[src/sv/sdfd_pkg.sv]
// ----------------------------------------------------------------------------
// sdfd_pkg: shared types and constants for the serial display frame deframer
// Holds the header codes, the command format between front and back ends,
// and the hunt state encoding.
// ----------------------------------------------------------------------------
package sdfd_pkg;

  localparam logic [7:0] HDR_FIRST  = 8'h5A;
  localparam logic [7:0] HDR_SECOND = 8'hA5;
  localparam logic [8:0] HDR_BYTES  = 9'd3;

  localparam logic [8:0] MAX_FRAME_RESET = 9'd258;

  // Input action codes.
  localparam logic ACT_BYTE  = 1'b0;
  localparam logic ACT_FLUSH = 1'b1;

  // Result kind codes.
  localparam logic KIND_FRAME = 1'b0;
  localparam logic KIND_ERR   = 1'b1;

  // Register index of max_frame_bytes.
  localparam logic REG_MAX_FRAME = 1'b0;

  typedef enum logic [1:0] {
    PH_WAIT_FIRST  = 2'd0,
    PH_WAIT_SECOND = 2'd1,
    PH_WAIT_LEN    = 2'd2,
    PH_BODY        = 2'd3
  } phase_t;

  typedef enum logic [1:0] {
    CMD_BODY   = 2'd0,
    CMD_HEADER = 2'd1,
    CMD_ERROR  = 2'd2
  } cmd_kind_t;

  // One command from the front end. For a header command, data holds the
  // length byte and last is set when the length is zero.
  typedef struct packed {
    cmd_kind_t  kind;
    logic [7:0] data;
    logic       last;
  } cmd_t;

  // Status of the command queue as seen by its neighbors.
  typedef struct packed {
    logic full;
    logic valid;
  } q_stat_t;

endpackage

[src/sv/sdfd_front.sv]
// ----------------------------------------------------------------------------
// sdfd_front: header hunt and byte classification
// Tracks the hunt phase and the body count, and turns each accepted byte
// into at most one command for the back end.
// ----------------------------------------------------------------------------
module sdfd_front (
  input  logic            clk,
  input  logic            rst_n,
  input  logic            accept,
  input  logic            action,
  input  logic [7:0]      rx_byte,
  input  logic [8:0]      max_frame_bytes,
  output logic            cmd_push,
  output sdfd_pkg::cmd_t  cmd,
  output sdfd_pkg::phase_t phase
);
  import sdfd_pkg::*;

  phase_t     phase_r, phase_nxt;
  logic [7:0] left_r, left_nxt;
  logic       too_long;
  logic       body_end;

  assign too_long = ({1'b0, rx_byte} + HDR_BYTES) > max_frame_bytes;
  assign body_end = (left_r <= 8'd1);
  assign phase    = phase_r;

  always_comb begin
    phase_nxt = phase_r;
    left_nxt  = left_r;
    if (action == ACT_FLUSH) begin
      phase_nxt = PH_WAIT_FIRST;
      left_nxt  = 8'd0;
    end else begin
      case (phase_r)
        PH_WAIT_FIRST: begin
          if (rx_byte == HDR_FIRST) phase_nxt = PH_WAIT_SECOND;
        end
        PH_WAIT_SECOND: begin
          if (rx_byte == HDR_SECOND) phase_nxt = PH_WAIT_LEN;
          else if (rx_byte == HDR_FIRST) phase_nxt = PH_WAIT_SECOND;
          else phase_nxt = PH_WAIT_FIRST;
        end
        PH_WAIT_LEN: begin
          if (too_long) begin
            phase_nxt = (rx_byte == HDR_FIRST) ? PH_WAIT_SECOND : PH_WAIT_FIRST;
            left_nxt  = 8'd0;
          end else if (rx_byte == 8'd0) begin
            phase_nxt = PH_WAIT_FIRST;
            left_nxt  = 8'd0;
          end else begin
            phase_nxt = PH_BODY;
            left_nxt  = rx_byte;
          end
        end
        PH_BODY: begin
          if (body_end) begin
            phase_nxt = PH_WAIT_FIRST;
            left_nxt  = 8'd0;
          end else begin
            left_nxt = left_r - 8'd1;
          end
        end
        default: begin
          phase_nxt = PH_WAIT_FIRST;
          left_nxt  = 8'd0;
        end
      endcase
    end
  end

  always_comb begin
    cmd_push  = 1'b0;
    cmd.kind  = CMD_BODY;
    cmd.data  = rx_byte;
    cmd.last  = 1'b0;
    if (action == ACT_BYTE) begin
      case (phase_r)
        PH_WAIT_LEN: begin
          cmd_push = accept;
          if (too_long) begin
            cmd.kind = CMD_ERROR;
            cmd.data = 8'd0;
            cmd.last = 1'b1;
          end else begin
            cmd.kind = CMD_HEADER;
            cmd.last = (rx_byte == 8'd0);
          end
        end
        PH_BODY: begin
          cmd_push = accept;
          cmd.last = body_end;
        end
        default: begin
          cmd_push = 1'b0;
        end
      endcase
    end
  end

  always_ff @(posedge clk) begin
    if (!rst_n) begin
      phase_r <= PH_WAIT_FIRST;
      left_r  <= 8'd0;
    end else if (accept) begin
      phase_r <= phase_nxt;
      left_r  <= left_nxt;
    end
  end

endmodule

[src/sv/sdfd_cmd_q.sv]
// ----------------------------------------------------------------------------
// sdfd_cmd_q: short command queue between front and back ends
// A small circular buffer of commands with a fill count.
// ----------------------------------------------------------------------------
module sdfd_cmd_q #(
  parameter int DEPTH = 4
) (
  input  logic              clk,
  input  logic              rst_n,
  input  logic              push,
  input  sdfd_pkg::cmd_t    din,
  input  logic              pop,
  output sdfd_pkg::cmd_t    dout,
  output sdfd_pkg::q_stat_t stat
);
  import sdfd_pkg::*;

  localparam int PW = (DEPTH > 1) ? $clog2(DEPTH) : 1;
  localparam int CW = $clog2(DEPTH + 1);

  cmd_t          ent_r [DEPTH];
  logic [PW-1:0] wr_ptr_r, rd_ptr_r;
  logic [CW-1:0] cnt_r;
  logic          do_push, do_pop;

  assign stat.full  = (cnt_r == CW'(DEPTH));
  assign stat.valid = (cnt_r != '0);
  assign do_push    = push && !stat.full;
  assign do_pop     = pop && stat.valid;
  assign dout       = ent_r[rd_ptr_r];

  always_ff @(posedge clk) begin
    if (do_push) ent_r[wr_ptr_r] <= din;
  end

  always_ff @(posedge clk) begin
    if (!rst_n) begin
      wr_ptr_r <= '0;
      rd_ptr_r <= '0;
      cnt_r    <= '0;
    end else begin
      if (do_push) begin
        wr_ptr_r <= (wr_ptr_r == PW'(DEPTH - 1)) ? '0 : wr_ptr_r + PW'(1);
      end
      if (do_pop) begin
        rd_ptr_r <= (rd_ptr_r == PW'(DEPTH - 1)) ? '0 : rd_ptr_r + PW'(1);
      end
      if (do_push && !do_pop) cnt_r <= cnt_r + CW'(1);
      else if (do_pop && !do_push) cnt_r <= cnt_r - CW'(1);
    end
  end

endmodule

[src/sv/sdfd_back.sv]
// ----------------------------------------------------------------------------
// sdfd_back: result generation
// Expands header commands into three results and passes other commands
// through as one result, into a registered output stage.
// ----------------------------------------------------------------------------
module sdfd_back (
  input  logic              clk,
  input  logic              rst_n,
  input  sdfd_pkg::cmd_t    head,
  input  sdfd_pkg::q_stat_t q_stat,
  output logic              q_pop,
  input  logic              out_take,
  output logic              out_valid,
  output logic              out_kind,
  output logic [7:0]        out_byte,
  output logic              out_last
);
  import sdfd_pkg::*;

  logic [1:0] step_r, step_nxt;
  logic       valid_r;
  logic       kind_r, kind_nxt;
  logic [7:0] byte_r, byte_nxt;
  logic       last_r, last_nxt;
  logic       load;
  logic       head_done;

  assign load  = q_stat.valid && (!valid_r || out_take);
  assign q_pop = load && head_done;

  always_comb begin
    kind_nxt  = KIND_FRAME;
    byte_nxt  = head.data;
    last_nxt  = head.last;
    head_done = 1'b1;
    case (head.kind)
      CMD_HEADER: begin
        case (step_r)
          2'd0: begin
            byte_nxt  = HDR_FIRST;
            last_nxt  = 1'b0;
            head_done = 1'b0;
          end
          2'd1: begin
            byte_nxt  = HDR_SECOND;
            last_nxt  = 1'b0;
            head_done = 1'b0;
          end
          default: begin
            head_done = 1'b1;
          end
        endcase
      end
      CMD_ERROR: begin
        kind_nxt = KIND_ERR;
        byte_nxt = 8'd0;
        last_nxt = 1'b1;
      end
      default: begin
        kind_nxt = KIND_FRAME;
      end
    endcase
    step_nxt = head_done ? 2'd0 : step_r + 2'd1;
  end

  always_ff @(posedge clk) begin
    if (!rst_n) begin
      valid_r <= 1'b0;
      step_r  <= 2'd0;
    end else begin
      if (load) begin
        valid_r <= 1'b1;
        step_r  <= step_nxt;
      end else if (out_take) begin
        valid_r <= 1'b0;
      end
    end
  end

  always_ff @(posedge clk) begin
    if (load) begin
      kind_r <= kind_nxt;
      byte_r <= byte_nxt;
      last_r <= last_nxt;
    end
  end

  assign out_valid = valid_r;
  assign out_kind  = kind_r;
  assign out_byte  = byte_r;
  assign out_last  = last_r;

endmodule

[src/sv/serial_display_frame_deframer.sv]
// ----------------------------------------------------------------------------
// serial_display_frame_deframer: header/length frame deframer
// Hunts for 0x5A 0xA5, reads a length byte and forwards the whole frame, or an error if it is too long.
// ----------------------------------------------------------------------------
// The block takes one received byte (or a flush request) per cycle whenever
// full is low; full rises only when the command queue between the front and
// back ends holds CMD_DEPTH commands. The front end classifies each byte in
// the cycle it is accepted. A length byte of an accepted frame becomes a
// header command that the back end expands into three results (0x5A, 0xA5
// and the length), one per cycle while popped; every body byte and every
// too-long error becomes one result. Results leave through a registered
// output stage at up to one per cycle, so a frame of L body bytes yields
// L+3 results and the input side runs at one byte per cycle while results
// are popped. A frame whose total length exceeds max_frame_bytes yields a
// single error result marked last. Flush clears the hunt state but does
// not drop results already queued. No clearing pass is needed after reset.
// ----------------------------------------------------------------------------
module serial_display_frame_deframer #(
  parameter int CMD_DEPTH = 4
) (
  input  logic        clk,
  input  logic        rst_n,
  // Input channel.
  input  logic        push,
  output logic        full,
  input  logic        in_action,
  input  logic [7:0]  in_rx_byte,
  // Result channel.
  output logic        empty,
  input  logic        pop,
  output logic        out_kind,
  output logic [7:0]  out_frame_byte,
  output logic        out_last,
  // Configuration port.
  input  logic        psel,
  input  logic        penable,
  input  logic        pwrite,
  input  logic [2:0]  paddr,
  input  logic [31:0] pwdata,
  output logic [31:0] prdata,
  output logic        pready
);
  import sdfd_pkg::*;

  logic       in_acc;
  logic       cmd_push;
  cmd_t       cmd;
  cmd_t       q_head;
  q_stat_t    q_stat;
  logic       q_pop;
  logic       out_valid;
  phase_t     front_phase;
  logic [8:0] max_frame_r;
  logic       cfg_wr;

  // The register index is paddr divided by four.
  assign pready = 1'b1;
  assign cfg_wr = psel && penable && pwrite && pready && (paddr[2] == REG_MAX_FRAME);

  always_ff @(posedge clk) begin
    if (!rst_n) begin
      max_frame_r <= MAX_FRAME_RESET;
    end else if (cfg_wr) begin
      max_frame_r <= pwdata[8:0];
    end
  end

  assign prdata = (paddr[2] == REG_MAX_FRAME) ? {23'd0, max_frame_r} : 32'd0;

  // An item is taken whenever the queue has room, even if the output stalls.
  assign full   = q_stat.full;
  assign in_acc = push && !full;

  sdfd_front u_front (
    .clk             (clk),
    .rst_n           (rst_n),
    .accept          (in_acc),
    .action          (in_action),
    .rx_byte         (in_rx_byte),
    .max_frame_bytes (max_frame_r),
    .cmd_push        (cmd_push),
    .cmd             (cmd),
    .phase           (front_phase)
  );

  sdfd_cmd_q #(
    .DEPTH (CMD_DEPTH)
  ) u_cmd_q (
    .clk   (clk),
    .rst_n (rst_n),
    .push  (cmd_push),
    .din   (cmd),
    .pop   (q_pop),
    .dout  (q_head),
    .stat  (q_stat)
  );

  sdfd_back u_back (
    .clk       (clk),
    .rst_n     (rst_n),
    .head      (q_head),
    .q_stat    (q_stat),
    .q_pop     (q_pop),
    .out_take  (pop && !empty),
    .out_valid (out_valid),
    .out_kind  (out_kind),
    .out_byte  (out_frame_byte),
    .out_last  (out_last)
  );

  assign empty = !out_valid;

  // A flush always sends the hunt back to the first header byte.
  a_flush_resets_hunt: assert property (@(posedge clk) disable iff (!rst_n)
    (in_acc && in_action == ACT_FLUSH) |=> (front_phase == PH_WAIT_FIRST))
    else $error("hunt phase not cleared by flush");

  // Error results are always single, last and carry a zero byte.
  a_err_shape: assert property (@(posedge clk) disable iff (!rst_n)
    (!empty && out_kind == KIND_ERR) |-> (out_last && out_frame_byte == 8'd0))
    else $error("malformed error result");

  // The front end never pushes a command into a full queue.
  a_no_overrun: assert property (@(posedge clk) disable iff (!rst_n)
    q_stat.full |-> !cmd_push)
    else $error("command pushed into full queue");

  // No command reaches the queue while hunting for a header.
  a_hunt_no_cmd: assert property (@(posedge clk) disable iff (!rst_n)
    (front_phase == PH_WAIT_FIRST || front_phase == PH_WAIT_SECOND) |-> !cmd_push)
    else $error("command produced during header hunt");

endmodule
[config.mk]
export PLATFORM = sky130hd
export DESIGN_NAME = serial_display_frame_deframer
export DESIGN_NICKNAME = d
export VERILOG_FILES = /design/src/sv/sdfd_pkg.sv /design/src/sv/sdfd_front.sv /design/src/sv/sdfd_cmd_q.sv /design/src/sv/sdfd_back.sv /design/src/sv/serial_display_frame_deframer.sv
export SDC_FILE = /design/constraint.sdc
export NUM_CORES = 1
export LEC_CHECK = 0
export ABC_AREA = 1
export BUFFER_PORTS_ARGS = -buffer_cell sky130_fd_sc_hd__buf_2
export CAP_MARGIN = 25
export CORE_ASPECT_RATIO = 0.8
export CORE_MARGIN = 5
export CORE_UTILIZATION = 30
export CTS_BUF_LIST = sky130_fd_sc_hd__clkbuf_4
export CTS_CLUSTER_DIAMETER = 150
export CTS_CLUSTER_SIZE = 16
export DETAILED_ROUTE_END_ITERATION = 8
export PLACE_DENSITY = 0.54
export SETUP_SLACK_MARGIN = 0.02
export SYNTH_ARGS = -nofsm -noshare
export SYNTH_HDL_FRONTEND = slang
export SYNTH_SLANG_ARGS = --single-unit
[constraint.sdc]
create_clock -name clk -period 8.2 [get_ports clk]
set_input_delay 0 -clock clk [delete_from_list [all_inputs] [get_ports clk]]
set_output_delay 0 -clock clk [all_outputs]
set_load 0.1 [all_outputs]
==> report_table.html <==
<table>
<tr><th>Metric</th><th>Value</th></tr>
<tr><th colspan="2">CTS</th></tr>
<tr><td>Buffers inserted by post-CTS timing repair</td><td>0</td></tr>
<tr><td>Number of clock sinks seen by CTS</td><td>85</td></tr>
<tr><td>CTS tree</td><td>done</td></tr>
<tr><td>Clk Latency, worst-skew pair</td><td>0.45 ns</td></tr>
<tr><td>Total CTS buffers</td><td>9</td></tr>
<tr><td>Clk buf depth</td><td>2</td></tr>
<tr><td>H-tree lvl count</td><td>3</td></tr>
<tr><td>Clock transition at path regs</td><td>0.15 ns</td></tr>
<tr><td>Cell at the root of the clock tree</td><td>clkbuf_4</td></tr>
<tr><th colspan="2">Logic synthesis</th></tr>
<tr><td>Combined area of all synthesized cells</td><td>4550 µm²</td></tr>
<tr><td>Syn. warnings</td><td>0</td></tr>
<tr><td>Share of synthesized area occupied by flip-flops and latches</td><td>49.3%</td></tr>
<tr><td>FF+latch count, synth</td><td>85</td></tr>
<tr><td>Netlist cell types</td><td>40</td></tr>
<tr><td>Cell count after synthesis</td><td>518</td></tr>
<tr><td>Average instance area after synthesis</td><td>8.78 µm²</td></tr>
<tr><th colspan="2">Setup path</th></tr>
<tr><td>Worst Setup Start Kind</td><td>flip-flop</td></tr>
<tr><td>Highest net fanout along the worst path</td><td>23</td></tr>
<tr><td>Nature of the critical path endpoint</td><td>flip-flop</td></tr>
<tr><td>Worst EP required</td><td>8.55 ns</td></tr>
<tr><td>Path type of the worst setup path</td><td>flip-flop to flip-flop</td></tr>
<tr><td>CP Data Arrival Time</td><td>3.90 ns</td></tr>
<tr><th colspan="2">Drt</th></tr>
<tr><td>Remaining routing DRC violations</td><td>0</td></tr>
<tr><td>Pre-antenna DRT Iters</td><td>4</td></tr>
<tr><td>Wire length after detailed routing</td><td>10500 µm</td></tr>
<tr><td>Via count</td><td>3572</td></tr>
<tr><td>Number of nets with antenna violations after routing</td><td>0</td></tr>
<tr><td>Post-DR wirelength/cell</td><td>13.3 µm</td></tr>
<tr><td>1st-iter DRT viols</td><td>161</td></tr>
<tr><td>Detailed-route vias per instance</td><td>4.54</td></tr>
<tr><th colspan="2">Flow run</th></tr>
<tr><td>Number of max-capacitance violations reported</td><td>0</td></tr>
<tr><th colspan="2">STA</th></tr>
<tr><td>Hold violation total from the final report</td><td>0</td></tr>
<tr><td>Final Cycle Share</td><td>43.3%</td></tr>
<tr><td>Total count of max-transition violations in the final report</td><td>0</td></tr>
<tr><td>Actual transition at the worst max-transition pin</td><td>0.761 ns</td></tr>
<tr><td>Worst setup skew after layout</td><td>0.0172 ns</td></tr>
<tr><td>Post-layout minimum cycle time</td><td>3.55 ns</td></tr>
<tr><td>Fin Setup TNS</td><td>0 ns</td></tr>
<tr><td>Setup violation total in the final timing report</td><td>0</td></tr>
<tr><td>Max Fclk</td><td>0.282 GHz</td></tr>
<tr><td>Worst relative slew slack</td><td>49.2%</td></tr>
<tr><td>RSZ-0062 raised after global routing</td><td>false</td></tr>
<tr><th colspan="2">GRT</th></tr>
<tr><td>Via count of the first global-routing pass</td><td>3465</td></tr>
<tr><td>First-pass GRT wire length</td><td>17000 µm</td></tr>
<tr><td>Largest net degree at the start of global routing</td><td>24</td></tr>
<tr><td>Congestion Overflow GR</td><td>0</td></tr>
<tr><td>Total global-route track usage</td><td>12.0%</td></tr>
<tr><td>Number of antenna violations at the first check in global routing</td><td>0</td></tr>
<tr><th colspan="2">Power and ir drop</th></tr>
<tr><td>Power density normalized to cell area</td><td>267 nW/µm²</td></tr>
<tr><td>Part of the power in combinational logic</td><td>44.3%</td></tr>
<tr><td>Pleak</td><td>0.00234 µW</td></tr>
<tr><td>Switching share of power</td><td>48.5%</td></tr>
<tr><td>Power dissipated by switching net loads</td><td>692 µW</td></tr>
<tr><td>Internal Pwr Total</td><td>734 µW</td></tr>
<tr><td>Portion of total power attributed to the clock network</td><td>16.4%</td></tr>
<tr><td>Flop pwr share</td><td>39.4%</td></tr>
<tr><td>Worst vdd rail ir drop</td><td>0.0821 mV</td></tr>
<tr><th colspan="2">Final layout</th></tr>
<tr><td>Antenna Diode Count</td><td>0</td></tr>
<tr><td>Post-synthesis to final-layout area growth</td><td>17.2%</td></tr>
<tr><td>Final #Nets</td><td>669</td></tr>
<tr><td>Cell area after layout</td><td>5330 µm²</td></tr>
<tr><td>Fraction of final layout cells with drive strength greater than 1</td><td>15.2%</td></tr>
<tr><th colspan="2">Placed design</th></tr>
<tr><td>Count of input and output buffers</td><td>46</td></tr>
<tr><td>DP Wirelength</td><td>7690 µm</td></tr>
<tr><td>Gpl congestion</td><td>0.829</td></tr>
<tr><td>Post-place instance area</td><td>4890 µm²</td></tr>
<tr><th colspan="2">Floorplan</th></tr>
<tr><td>I/O pin count</td><td>96</td></tr>
<tr><td>Floorplan core area</td><td>15000 µm²</td></tr>
<tr><td>Die Y</td><td>120 µm</td></tr>
<tr><td>Die outline width</td><td>148 µm</td></tr>
<tr><td>DIE AREA</td><td>17700 µm²</td></tr>
<tr><td>Starting density of the core</td><td>30.4%</td></tr>
<tr><td>Count of standard-cell rows</td><td>40</td></tr>
<tr><th colspan="2">Run status</th></tr>
<tr><td>Result of the run</td><td>finished, final reports clean</td></tr>
<tr><th colspan="2">Worst hold path</th></tr>
<tr><td>Type of the most critical hold path</td><td>input pin to flip-flop</td></tr>
</table>
worst max-delay path, cell delays in order, from the launching register on:
cell     delay [ns]
dfxtp_1        0.85
inv_1          0.53
nand2_1        0.15
a32oi_1        0.13
inv_1          0.09
ha_1           0.15
inv_1          0.07
nor2_1         0.20
inv_1          0.10
nand2_2        0.11
ha_1           0.14
inv_1          0.07
fa_1           0.39
a21oi_1        0.14
o21ai_0        0.11
o21ai_0        0.16
a21oi_1        0.05
through the flow:
stage	util (%)	hold WS, ns	total power (µW)	cells	setup slack (ns)
after floorplan	-	0.130	1090	540	5.21
after global placement	32.5	0.215	1180	738	4.72
after detailed placement	32.7	0.237	1190	741	4.63
after CTS	35.6	0.00463	1440	786	4.60
after global routing	35.6	0.0276	1520	787	4.11
final	35.6	0.0432	1430	787	4.65
layout make-up:
cell class / count / area [µm²]
clock inverters: 7 / 68.8
repair buffers: 79 / 562
well taps: 189 / 236
fillers: 1524 / 9630
flip-flops and latches: 85 / 2240
multi-input cells: 338 / 1860
inverters: 80 / 300
clock buffers: 9 / 67.6
repair_timing:
item,in CTS,in global routing
hold buffers,29,0
endpoints found under the hold margin,47,0
resized for setup,0,0
sequential cells by signal, summed over array words and instances, names as in the netlist, named ones only:
signal,cells
u_cmd_q.ent_r,44
max_frame_r,9
u_back.out_byte,8
u_front.left_r,8
u_cmd_q.cnt_r,3
u_back.step_r,2
u_cmd_q.rd_ptr_r,2
u_cmd_q.wr_ptr_r,2
u_front.phase,2
u_back.out_kind,1
u_back.out_last,1
u_back.out_valid,1
power groups by stage:
stage	sequential (µW)	clock (µW)	combinational, µW
global route	570	262	690
floorplan	744	0	342
CTS	563	246	634
global placement	571	0	606
finish	561	233	632
detailed placement	573	0	620
cells in the final DEF, fill, tap and decap left out, types with 17 or more instances in the layout:
cell type / instances
a21oi_1: 35
buf_2: 46
conb_1: 24
dfxtp_1: 31
dlygate4sd3_1: 29
edfxtp_1: 54
ha_1: 24
inv_1: 74
nand2_1: 78
nand3_1: 17
nor2_1: 56
o21ai_0: 42
synth_stat cells (all sizes together):
cell    count  area [µm²]
ha         24         300
a32o        2        20.0
and3        1        6.26
nor4        2        12.5
o21ai      50         258
xnor2       2        17.5
dfxtp      31         621
o22ai       9        56.3
clkbuf     10        37.5
a21oi      37         193
xor2        7        61.3
a32oi       2        17.5
clkinv      1        3.75
nand2      82         323
nor2       62         263
edfxtp     54        1620
nand3      19         105
o211ai      3        27.5
buf        27         198
fa          1        20.0
nand4       3        25.0
inv        79         297
conb        2        7.51
a211oi      3        22.5
a21boi      1        11.3
or3         1        6.26
nor3        3        20.0
final timing paths:
path / from / endpoint / slack [ns] / cells after the start
hold / removal: in_rx_byte[4] / u_front.left_r[4]$_SDFFE_PN0P_ / 0.04 / 5
setup / recovery: flip-flop / u_cmd_q.cnt_r[2]$_SDFFE_PN0P_ / 4.65 / 16
setup reg to reg: flip-flop / u_cmd_q.cnt_r[2]$_SDFFE_PN0P_ / 4.65 / 16
hold reg to reg: u_front.left_r[1]$_SDFFE_PN0P_ / u_front.left_r[1]$_SDFFE_PN0P_ / 0.49 / 2
kinds of logic (layout without fill, tap and decap cells):
group                    Yosys count  in the layout  share of synthesized area (%)
AO/OA/AOI/OAI                    107            107                           13.3
other                              2             24                          0.165
adder cells (fa/ha/maj)           25             25                           7.04
AND/OR/NAND/NOR                  173            173                           16.7
buffers and inverters            117            175                           11.8
XOR/XNOR                           9              9                           1.73
flip-flops                        85             85                           49.3
metal layers:
layer	part of all wire [%]	wire length (µm)	vias to the layer above	track usage, %
met2	46	4830	90	19.6
met1	47	4910	1659	16.1
met5	0	0	-	0
met3	6.1	640	10	2.87
li1	-	-	1813	-
met4	0.93	97	0	2.74
(Power assumes the default switching activity.)
